--- config.mk ---
export PLATFORM = sky130hd
export DESIGN_NAME = sha256_message_hasher_top_flat
export DESIGN_NICKNAME = d
export VERILOG_FILES = /design/src/sv/sha_pkg.sv /design/src/sv/sha_stream_if.sv /design/src/sv/sha256_message_hasher_top.sv /design/src/flat_wrapper.sv
export SDC_FILE = /design/constraint.sdc
export NUM_CORES = 1
export LEC_CHECK = 0
export BUFFER_PORTS_ARGS = -buffer_cell sky130_fd_sc_hd__buf_2
export CAP_MARGIN = 20
export CORE_UTILIZATION = 37
export CTS_BUF_LIST = sky130_fd_sc_hd__clkbuf_16
export CTS_CLUSTER_DIAMETER = 60
export DETAILED_ROUTE_END_ITERATION = 8
export GPL_TIMING_DRIVEN = 0
export PLACE_DENSITY = 0.5
export SLEW_MARGIN = 30
export SYNTH_ARGS = -nofsm -noshare
export SYNTH_HDL_FRONTEND = slang
export SYNTH_SLANG_ARGS = --single-unit
--- constraint.sdc ---
create_clock -name clk -period 2.5 [get_ports clk]
set_clock_uncertainty 0.2 [all_clocks]
set_input_delay 0.125 -clock clk [delete_from_list [all_inputs] [get_ports clk]]
set_output_delay 0.125 -clock clk [all_outputs]
set_load 0.1 [all_outputs]
--- src/sv/sha_pkg.sv ---
// Package for the SHA-256 message hasher: round constants, initial hash values
// and the round functions. No dependencies.
package sha_pkg;

    localparam int BlockBytes = 64;
    localparam int ChainWords = 8;
    localparam int Rounds = 64;
    localparam int CountWidth = 61;

    function automatic logic [31:0] round_k(input logic [5:0] t);
        logic [31:0] k [0:63];
        k = '{
            32'h428a2f98, 32'h71374491, 32'hb5c0fbcf, 32'he9b5dba5,
            32'h3956c25b, 32'h59f111f1, 32'h923f82a4, 32'hab1c5ed5,
            32'hd807aa98, 32'h12835b01, 32'h243185be, 32'h550c7dc3,
            32'h72be5d74, 32'h80deb1fe, 32'h9bdc06a7, 32'hc19bf174,
            32'he49b69c1, 32'hefbe4786, 32'h0fc19dc6, 32'h240ca1cc,
            32'h2de92c6f, 32'h4a7484aa, 32'h5cb0a9dc, 32'h76f988da,
            32'h983e5152, 32'ha831c66d, 32'hb00327c8, 32'hbf597fc7,
            32'hc6e00bf3, 32'hd5a79147, 32'h06ca6351, 32'h14292967,
            32'h27b70a85, 32'h2e1b2138, 32'h4d2c6dfc, 32'h53380d13,
            32'h650a7354, 32'h766a0abb, 32'h81c2c92e, 32'h92722c85,
            32'ha2bfe8a1, 32'ha81a664b, 32'hc24b8b70, 32'hc76c51a3,
            32'hd192e819, 32'hd6990624, 32'hf40e3585, 32'h106aa070,
            32'h19a4c116, 32'h1e376c08, 32'h2748774c, 32'h34b0bcb5,
            32'h391c0cb3, 32'h4ed8aa4a, 32'h5b9cca4f, 32'h682e6ff3,
            32'h748f82ee, 32'h78a5636f, 32'h84c87814, 32'h8cc70208,
            32'h90befffa, 32'ha4506ceb, 32'hbef9a3f7, 32'hc67178f2};
        return k[t];
    endfunction

    function automatic logic [31:0] init_h(input logic [2:0] i);
        logic [31:0] h [0:7];
        h = '{32'h6a09e667, 32'hbb67ae85, 32'h3c6ef372, 32'ha54ff53a,
              32'h510e527f, 32'h9b05688c, 32'h1f83d9ab, 32'h5be0cd19};
        return h[i];
    endfunction

    function automatic logic [31:0] rotr(input logic [31:0] x, input int n);
        return (x >> n) | (x << (32 - n));
    endfunction

    function automatic logic [31:0] big_s0(input logic [31:0] x);
        return rotr(x, 2) ^ rotr(x, 13) ^ rotr(x, 22);
    endfunction

    function automatic logic [31:0] big_s1(input logic [31:0] x);
        return rotr(x, 6) ^ rotr(x, 11) ^ rotr(x, 25);
    endfunction

    function automatic logic [31:0] small_s0(input logic [31:0] x);
        return rotr(x, 7) ^ rotr(x, 18) ^ (x >> 3);
    endfunction

    function automatic logic [31:0] small_s1(input logic [31:0] x);
        return rotr(x, 17) ^ rotr(x, 19) ^ (x >> 10);
    endfunction

    typedef struct packed {
        logic [7:0] data_byte;
        logic       byte_valid;
        logic       end_of_message;
    } in_word_t;

    typedef struct packed {
        logic [31:0] digest_word;
        logic [2:0]  word_index;
        logic        last_word;
    } out_word_t;

endpackage

--- src/sv/sha_stream_if.sv ---
// Valid/ready channel carrying one word of type T.
// The payload type is given by the parameter T; the interface imports no package.
interface sha_stream_if #(parameter type T = logic) ();
    logic valid;
    logic ready;
    T     payload;

    modport source (output valid, output payload, input ready);
    modport sink (input valid, input payload, output ready);
endinterface

--- src/sv/sha256_message_hasher_top.sv ---
// SHA-256 hasher: bytes in, eight digest words out per message, block bytes in one memory.
// Each full block is fetched from the synchronous block memory into the schedule taps,
// run through the rounds and added into the chain values. An end word first writes the
// 0x80 and zero padding one byte per cycle and the bit length as two words, then runs
// one or two such blocks and gives eight output words, one per ready cycle.
// rst_n clears the control state and restores the initial hash values.
module sha256_message_hasher_top
    import sha_pkg::*;
(
    input logic clk,
    input logic rst_n,
    sha_stream_if.sink   in_ch,
    sha_stream_if.source out_ch
);
    localparam logic [3:0] S_IN = 4'd0, S_PAD = 4'd1, S_ZERO = 4'd2, S_LEN = 4'd3,
                           S_CINIT = 4'd4, S_RND = 4'd5, S_CADD = 4'd6, S_OUT = 4'd7,
                           S_RD = 4'd8;

    logic [3:0]  state_reg;
    logic [5:0]  fill_reg;
    logic [60:0] count_reg;
    logic        final_reg, second_reg;
    logic        len_done_reg;
    logic [5:0]  rnd_reg;
    logic [3:0]  idx_reg;
    logic [31:0] h_reg [0:7];
    logic [31:0] v_reg [0:7];
    logic [31:0] w_mem [0:15];
    logic [31:0] w_rd_reg;
    logic [31:0] word_reg;
    logic        w_we;
    logic [3:0]  w_wa;
    logic [31:0] w_wd;
    logic [31:0] wt, t1, t2;
    logic [31:0] win [0:15];
    in_word_t    iw;

    assign iw = in_ch.payload;
    assign in_ch.ready = (state_reg == S_IN);

    // Schedule kept in flip-flop taps; block bytes are assembled in the memory.
    always_comb
    begin
        if (rnd_reg < 6'd16)
            wt = win[rnd_reg[3:0]];
        else
            wt = small_s1(win[(rnd_reg[3:0] - 4'd2)]) + win[(rnd_reg[3:0] - 4'd7)]
                 + small_s0(win[(rnd_reg[3:0] - 4'd15)]) + win[rnd_reg[3:0]];
        t1 = v_reg[7] + big_s1(v_reg[4]) + ((v_reg[4] & v_reg[5]) ^ (~v_reg[4] & v_reg[6]))
             + round_k(rnd_reg) + wt;
        t2 = big_s0(v_reg[0]) + ((v_reg[0] & v_reg[1]) ^ (v_reg[0] & v_reg[2])
             ^ (v_reg[1] & v_reg[2]));
    end

    always_ff @(posedge clk)
    begin
        if (w_we)
            w_mem[w_wa] <= w_wd;
        w_rd_reg <= w_mem[idx_reg];
    end

    always_comb
    begin
        logic [7:0] b;
        b = (state_reg == S_IN) ? iw.data_byte : ((state_reg == S_PAD) ? 8'h80 : 8'h00);
        w_we = 1'b0;
        w_wa = fill_reg[5:2];
        w_wd = word_reg;
        case (fill_reg[1:0])
            2'd0: w_wd = {b, 24'd0};
            2'd1: w_wd = {word_reg[31:24], b, 16'd0};
            2'd2: w_wd = {word_reg[31:16], b, 8'd0};
            default: w_wd = {word_reg[31:8], b};
        endcase
        if ((state_reg == S_IN && in_ch.valid && iw.byte_valid) || state_reg == S_PAD
            || state_reg == S_ZERO)
            w_we = 1'b1;
        if (state_reg == S_LEN)
        begin
            w_we = 1'b1;
            w_wa = fill_reg[0] ? 4'd15 : 4'd14;
            w_wd = fill_reg[0] ? {count_reg[28:0], 3'b000} : count_reg[60:29];
        end
    end

    always_ff @(posedge clk or negedge rst_n)
    begin
        if (!rst_n)
        begin
            state_reg <= S_IN;
            fill_reg <= '0;
            count_reg <= '0;
            final_reg <= 1'b0;
            second_reg <= 1'b0;
            rnd_reg <= '0;
            idx_reg <= '0;
            for (int i = 0; i < 8; i++)
                h_reg[i] <= init_h(3'(i));
        end
        else
        begin
            case (state_reg)
                S_IN:
                    if (in_ch.valid)
                    begin
                        if (iw.byte_valid)
                        begin
                            word_reg <= w_wd;
                            fill_reg <= fill_reg + 6'd1;
                            count_reg <= count_reg + 61'd1;
                        end
                        final_reg <= iw.end_of_message;
                        if (iw.byte_valid && fill_reg == 6'd63)
                        begin
                            idx_reg <= '0;
                            state_reg <= S_RD;
                        end
                        else if (iw.end_of_message)
                            state_reg <= S_PAD;
                    end
                S_PAD:
                begin
                    word_reg <= w_wd;
                    second_reg <= (fill_reg > 6'd55);
                    idx_reg <= '0;
                    if (fill_reg == 6'd55)
                    begin
                        fill_reg <= '0;
                        state_reg <= S_LEN;
                    end
                    else
                    begin
                        fill_reg <= fill_reg + 6'd1;
                        state_reg <= (fill_reg == 6'd63) ? S_RD : S_ZERO;
                    end
                end
                S_ZERO:
                begin
                    word_reg <= w_wd;
                    idx_reg <= '0;
                    if (!second_reg && fill_reg == 6'd55)
                    begin
                        fill_reg <= '0;
                        state_reg <= S_LEN;
                    end
                    else
                    begin
                        fill_reg <= fill_reg + 6'd1;
                        if (fill_reg == 6'd63)
                            state_reg <= S_RD;
                    end
                end
                S_LEN:
                begin
                    if (fill_reg[0])
                    begin
                        fill_reg <= '0;
                        second_reg <= 1'b0;
                        idx_reg <= '0;
                        state_reg <= S_RD;
                    end
                    else
                        fill_reg <= fill_reg + 6'd1;
                end
                S_RD:
                begin
                    idx_reg <= idx_reg + 4'd1;
                    state_reg <= S_CINIT;
                end
                S_CINIT:
                begin
                    win[idx_reg - 4'd1] <= w_rd_reg;
                    idx_reg <= idx_reg + 4'd1;
                    if (idx_reg == 4'd0)
                    begin
                        for (int i = 0; i < 8; i++)
                            v_reg[i] <= h_reg[i];
                        rnd_reg <= '0;
                        state_reg <= S_RND;
                    end
                end
                S_RND:
                begin
                    win[rnd_reg[3:0]] <= wt;
                    v_reg[7] <= v_reg[6];
                    v_reg[6] <= v_reg[5];
                    v_reg[5] <= v_reg[4];
                    v_reg[4] <= v_reg[3] + t1;
                    v_reg[3] <= v_reg[2];
                    v_reg[2] <= v_reg[1];
                    v_reg[1] <= v_reg[0];
                    v_reg[0] <= t1 + t2;
                    rnd_reg <= rnd_reg + 6'd1;
                    if (rnd_reg == 6'd63)
                        state_reg <= S_CADD;
                end
                S_CADD:
                begin
                    for (int i = 0; i < 8; i++)
                        h_reg[i] <= h_reg[i] + v_reg[i];
                    idx_reg <= '0;
                    if (!final_reg)
                        state_reg <= S_IN;
                    else if (second_reg)
                    begin
                        fill_reg <= '0;
                        second_reg <= 1'b0;
                        state_reg <= S_ZERO;
                    end
                    else if (!len_done_reg)
                        state_reg <= S_PAD;
                    else
                        state_reg <= S_OUT;
                end
                S_OUT:
                    if (out_ch.ready)
                    begin
                        if (idx_reg == 4'd7)
                        begin
                            for (int i = 0; i < 8; i++)
                                h_reg[i] <= init_h(3'(i));
                            idx_reg <= '0;
                            fill_reg <= '0;
                            count_reg <= '0;
                            final_reg <= 1'b0;
                            state_reg <= S_IN;
                        end
                        else
                        begin
                            for (int i = 0; i < 7; i++)
                                h_reg[i] <= h_reg[i + 1];
                            idx_reg <= idx_reg + 4'd1;
                        end
                    end
                default: state_reg <= S_IN;
            endcase
        end
    end

    // After a final block: if the end word completed a full block, padding still
    // has to start; once the length block is done, output follows.
    always_ff @(posedge clk or negedge rst_n)
    begin
        if (!rst_n)
            len_done_reg <= 1'b0;
        else if (state_reg == S_LEN)
            len_done_reg <= 1'b1;
        else if (state_reg == S_OUT && out_ch.ready && idx_reg == 4'd7)
            len_done_reg <= 1'b0;
    end

    out_word_t ow;
    always_comb
    begin
        ow.digest_word = h_reg[0];
        ow.word_index = idx_reg[2:0];
        ow.last_word = (idx_reg == 4'd7);
    end
    assign out_ch.valid = (state_reg == S_OUT);
    assign out_ch.payload = ow;

endmodule

--- src/flat_wrapper.sv ---
// flat-port wrapper written by rule: the top's interface ports become plain ports
module sha256_message_hasher_top_flat import sha_pkg::*;
  (clk, rst_n, in_ch_valid, in_ch_payload, in_ch_ready, out_ch_valid, out_ch_payload, out_ch_ready);
  sha_stream_if in_ch_i ();
  sha_stream_if out_ch_i ();
  input logic clk;
  input logic rst_n;
  input wire logic [$bits(in_ch_i.valid)-1:0] in_ch_valid;
  input wire logic [$bits(in_ch_i.payload)-1:0] in_ch_payload;
  output wire logic [$bits(in_ch_i.ready)-1:0] in_ch_ready;
  output wire logic [$bits(out_ch_i.valid)-1:0] out_ch_valid;
  output wire logic [$bits(out_ch_i.payload)-1:0] out_ch_payload;
  input wire logic [$bits(out_ch_i.ready)-1:0] out_ch_ready;
  assign in_ch_i.valid = in_ch_valid;
  assign in_ch_i.payload = in_ch_payload;
  assign in_ch_ready = in_ch_i.ready;
  assign out_ch_valid = out_ch_i.valid;
  assign out_ch_payload = out_ch_i.payload;
  assign out_ch_i.ready = out_ch_ready;
  sha256_message_hasher_top u_core (.clk(clk), .rst_n(rst_n), .in_ch(in_ch_i), .out_ch(out_ch_i));
endmodule
==> impl_metrics.tcl <==
set metrics [dict create \
    drv_cap 0 \
    clk_pin_slew_ns 0.06 \
    antenna_found_initial 0 \
    fin_crit_sh_pct 93.1 \
    clock_sinks 23 \
    end_kind "flip-flop" \
    ios 8 \
    min_period_ns 2.33 \
    route.detailed.drc 0 \
    synth_edf_count 0 \
    p_leak_nw 0.736 \
    endpoint "u_core.fill_reg[3]" \
    synth_top_cells_by_count "dfrtp_1 (23), nand2_1 (20), nor2_1 (13), o21ai_0 (13), inv_1 (9)" \
    postLayoutCellArea_sq_um 1880 \
    holdCritPathClass "primary input to flip-flop" \
    slew_headroom_pct 61.9 \
    synthDistinctLibCells 59 \
    dieHeight_microns 68.6 \
    clock.fmax_mhz 430 \
    grt_max_degree 24 \
    fillCellCount 406 \
    start_util_pct 39.8 \
    rsz0062_at_grt "false" \
    worst_pin_slew_ns 0.567 \
    antenna_cells 0 \
    grt_pass1_vias 1437 \
    num_vias 1491 \
    ys.flop_type "dfrtp_1" \
    ff2ff_setup_slack_ns 0.17 \
    crit_start "u_core.fill_reg[0]" \
    maxSlewViolCount 0 \
    synth_top_cell_area_share_pct 35.1 \
    clockRootBuffer "clkbuf_16" \
    grt_usage_pct 20.0 \
    synth_warnings 0 \
    finalNonFillerCells 252 \
    synth_nets 198 \
    ff2ff_path_depth 6 \
    worstPathRequired_ns 2.44 \
    dp.cells 245 \
    cts_tree "built" \
    avgSynthCellArea_sq_um 8.72 \
    ys_ff_latch 23 \
    multiInputGateArea_sq_um 991 \
    grt_pass1_wl_microns 6980 \
    coreArea_sq_um 4120 \
    overflow 0 \
    r2r_end "u_core.fill_reg[3]" \
    synth-seq-area-share_pct 35.1 \
    crit_type "flip-flop to flip-flop" \
    cp-start-kind "flip-flop" \
    ir_drop_uv 273 \
    htreeDepth 1 \
    place_area_sq_um 1770 \
    viasPerCell 5.92 \
    synth_most_common_cell "dfrtp_1" \
    syn_area_sq_um 1640 \
    rows 23 \
    die_w_microns 68.6 \
    layout-drive-gt1-share_pct 18.3 \
    port_buffers 7 \
    dp_hpwl_microns 2860 \
    area_growth_pct 14.8 \
    wire_per_inst_microns 15.7 \
    drtIter0Drc 146 \
    die-area_sq_um 4700 \
    drtPass1Iterations 6 \
    synthTopCellsByArea "dfrtp_1 (35%), nand2_1 (4.6%), o21ai_0 (4.0%), ha_1 (3.8%), nor2_1 (3.0%)" \
    cts_buffer_depth 2 \
    r2r-start "u_core.fill_reg[0]" \
    ant_nets 0 \
    gp_routability_congestion 0.823 \
    setup_viol 0 \
    outcome "finished clean" \
    whs_ns 0.110 \
    fin_nets 213 \
    async_flop_share_pct 100 \
    ff_latch_area_sq_um 576 \
    p_per_area_nw_per_um2 398 \
    hold_viol 0 \
    worstPathArrival_ns 2.27 \
    yosys.area.top_type "dfrtp_1" \
    cp_max_fo 8 \
    syn_inst 188 \
    finalWirelength_microns 3960 \
    worstSkewPairLatency_ns 0.26 \
    cts_buffers 3 \
]
[where the power goes]
| part | switching (mW) | total (mW) | internal (mW) |
|---|---|---|---|
| Clock | 0.145 | 0.362 | 0.217 |
| Combinational | 0.00928 | 0.0138 | 0.00456 |
| Sequential | 0 | 0.372 | 0.372 |
| Total | 0.154 | 0.748 | 0.594 |
[how the worst min path moves through the flow]
stage | end | start | depth (start not counted)
6_report | u_core.state_reg[3] | in_ch_valid | 5
3_3_place_gp | u_core.state_reg[0] | rst_n | 1
5_1_grt | u_core.state_reg[3] | in_ch_valid | 5
3_5_place_dp | u_core.state_reg[0] | rst_n | 1
4_1_cts | u_core.state_reg[3] | in_ch_valid | 5
2_1_floorplan | u_core.fill_reg[0] | rst_n | 0
[layer usage]
| metal | track usage [%] | up-vias | share of wire [%] |
|---|---|---|---|
| met4 | 3.65 | 0 | 0.43 |
| met1 | 27.4 | 718 | 47 |
| met5 | 0 | - | 0 |
| met2 | 32.4 | 36 | 48 |
| li1 | - | 735 | - |
| met3 | 4.44 | 2 | 5.0 |
[per-stage QoR]
| stage | util (%) | setup WS [ns] | setup TNS (ns) | total power [mW] |
|---|---|---|---|---|
| final | 45.7 | 0.172 | 0 | 0.748 |
| after global routing | 45.7 | 0.0238 | 0 | 0.774 |
| after CTS | 45.7 | 0.140 | 0 | 0.757 |
| after detailed placement | 42.9 | 0.156 | 0 | 0.391 |
| after global placement | 42.9 | 0.141 | 0 | 0.391 |
| after floorplan | - | -0.173 | -0.255 | 0.380 |
[worst max-delay path: stages, from the launching register on]
cell and delay (ns):
dfrtp_1 0.46, ha_2 0.28, nand4_4 0.17, or3_4 0.40, a31o_1 0.27, a2111oi_2 0.36
a21oi_1 0.07
[cell usage in the layout, fill, tap and decap left out, types with 5 or more instances in the layout]
cell type / n
a21oi_1: 6
buf_2: 10
nand3_1: 6
inv_1: 9
nand2b_1: 5
nand2_1: 20
nor2_1: 12
o21ai_0: 12
o21ai_1: 5
dfrtp_1: 23
[layout make-up]
type                    count  area share [%]
clock buffers               3            3.99
well taps                  50            3.32
clock inverters             1           0.399
multi-input cells         145            52.7
inverters                  10            1.99
flip-flops and latches     23            30.6
repair buffers             10            3.46
plain buffers              10            3.59
[timing repair]
| action | 4_1_cts | 5_1_grt |
|---|---|---|
| setup buffers | 0 | 0 |
| setup endpoints to repair | 0 | 5 |
| hold endpoints to repair | 24 | 0 |
| hold buffers | 3 | 0 |
| gates resized for setup | 0 | 2 |
[logic make-up (layout without fill, tap and decap cells)]
logic type               count (synthesis)  count (layout)  synth area share, %
AND/OR/NAND/NOR                         74              74                 26.0
AO/OA/AOI/OAI                           61              61                 26.5
flip-flops                              23              23                 35.1
buffers and inverters                   20              34                 5.65
adder cells (fa/ha/maj)                  5               5                 3.82
multiplexers                             3               3                 1.91
XOR/XNOR                                 2               2                 1.07
Note: power is estimated with default switching activity, not from simulation.
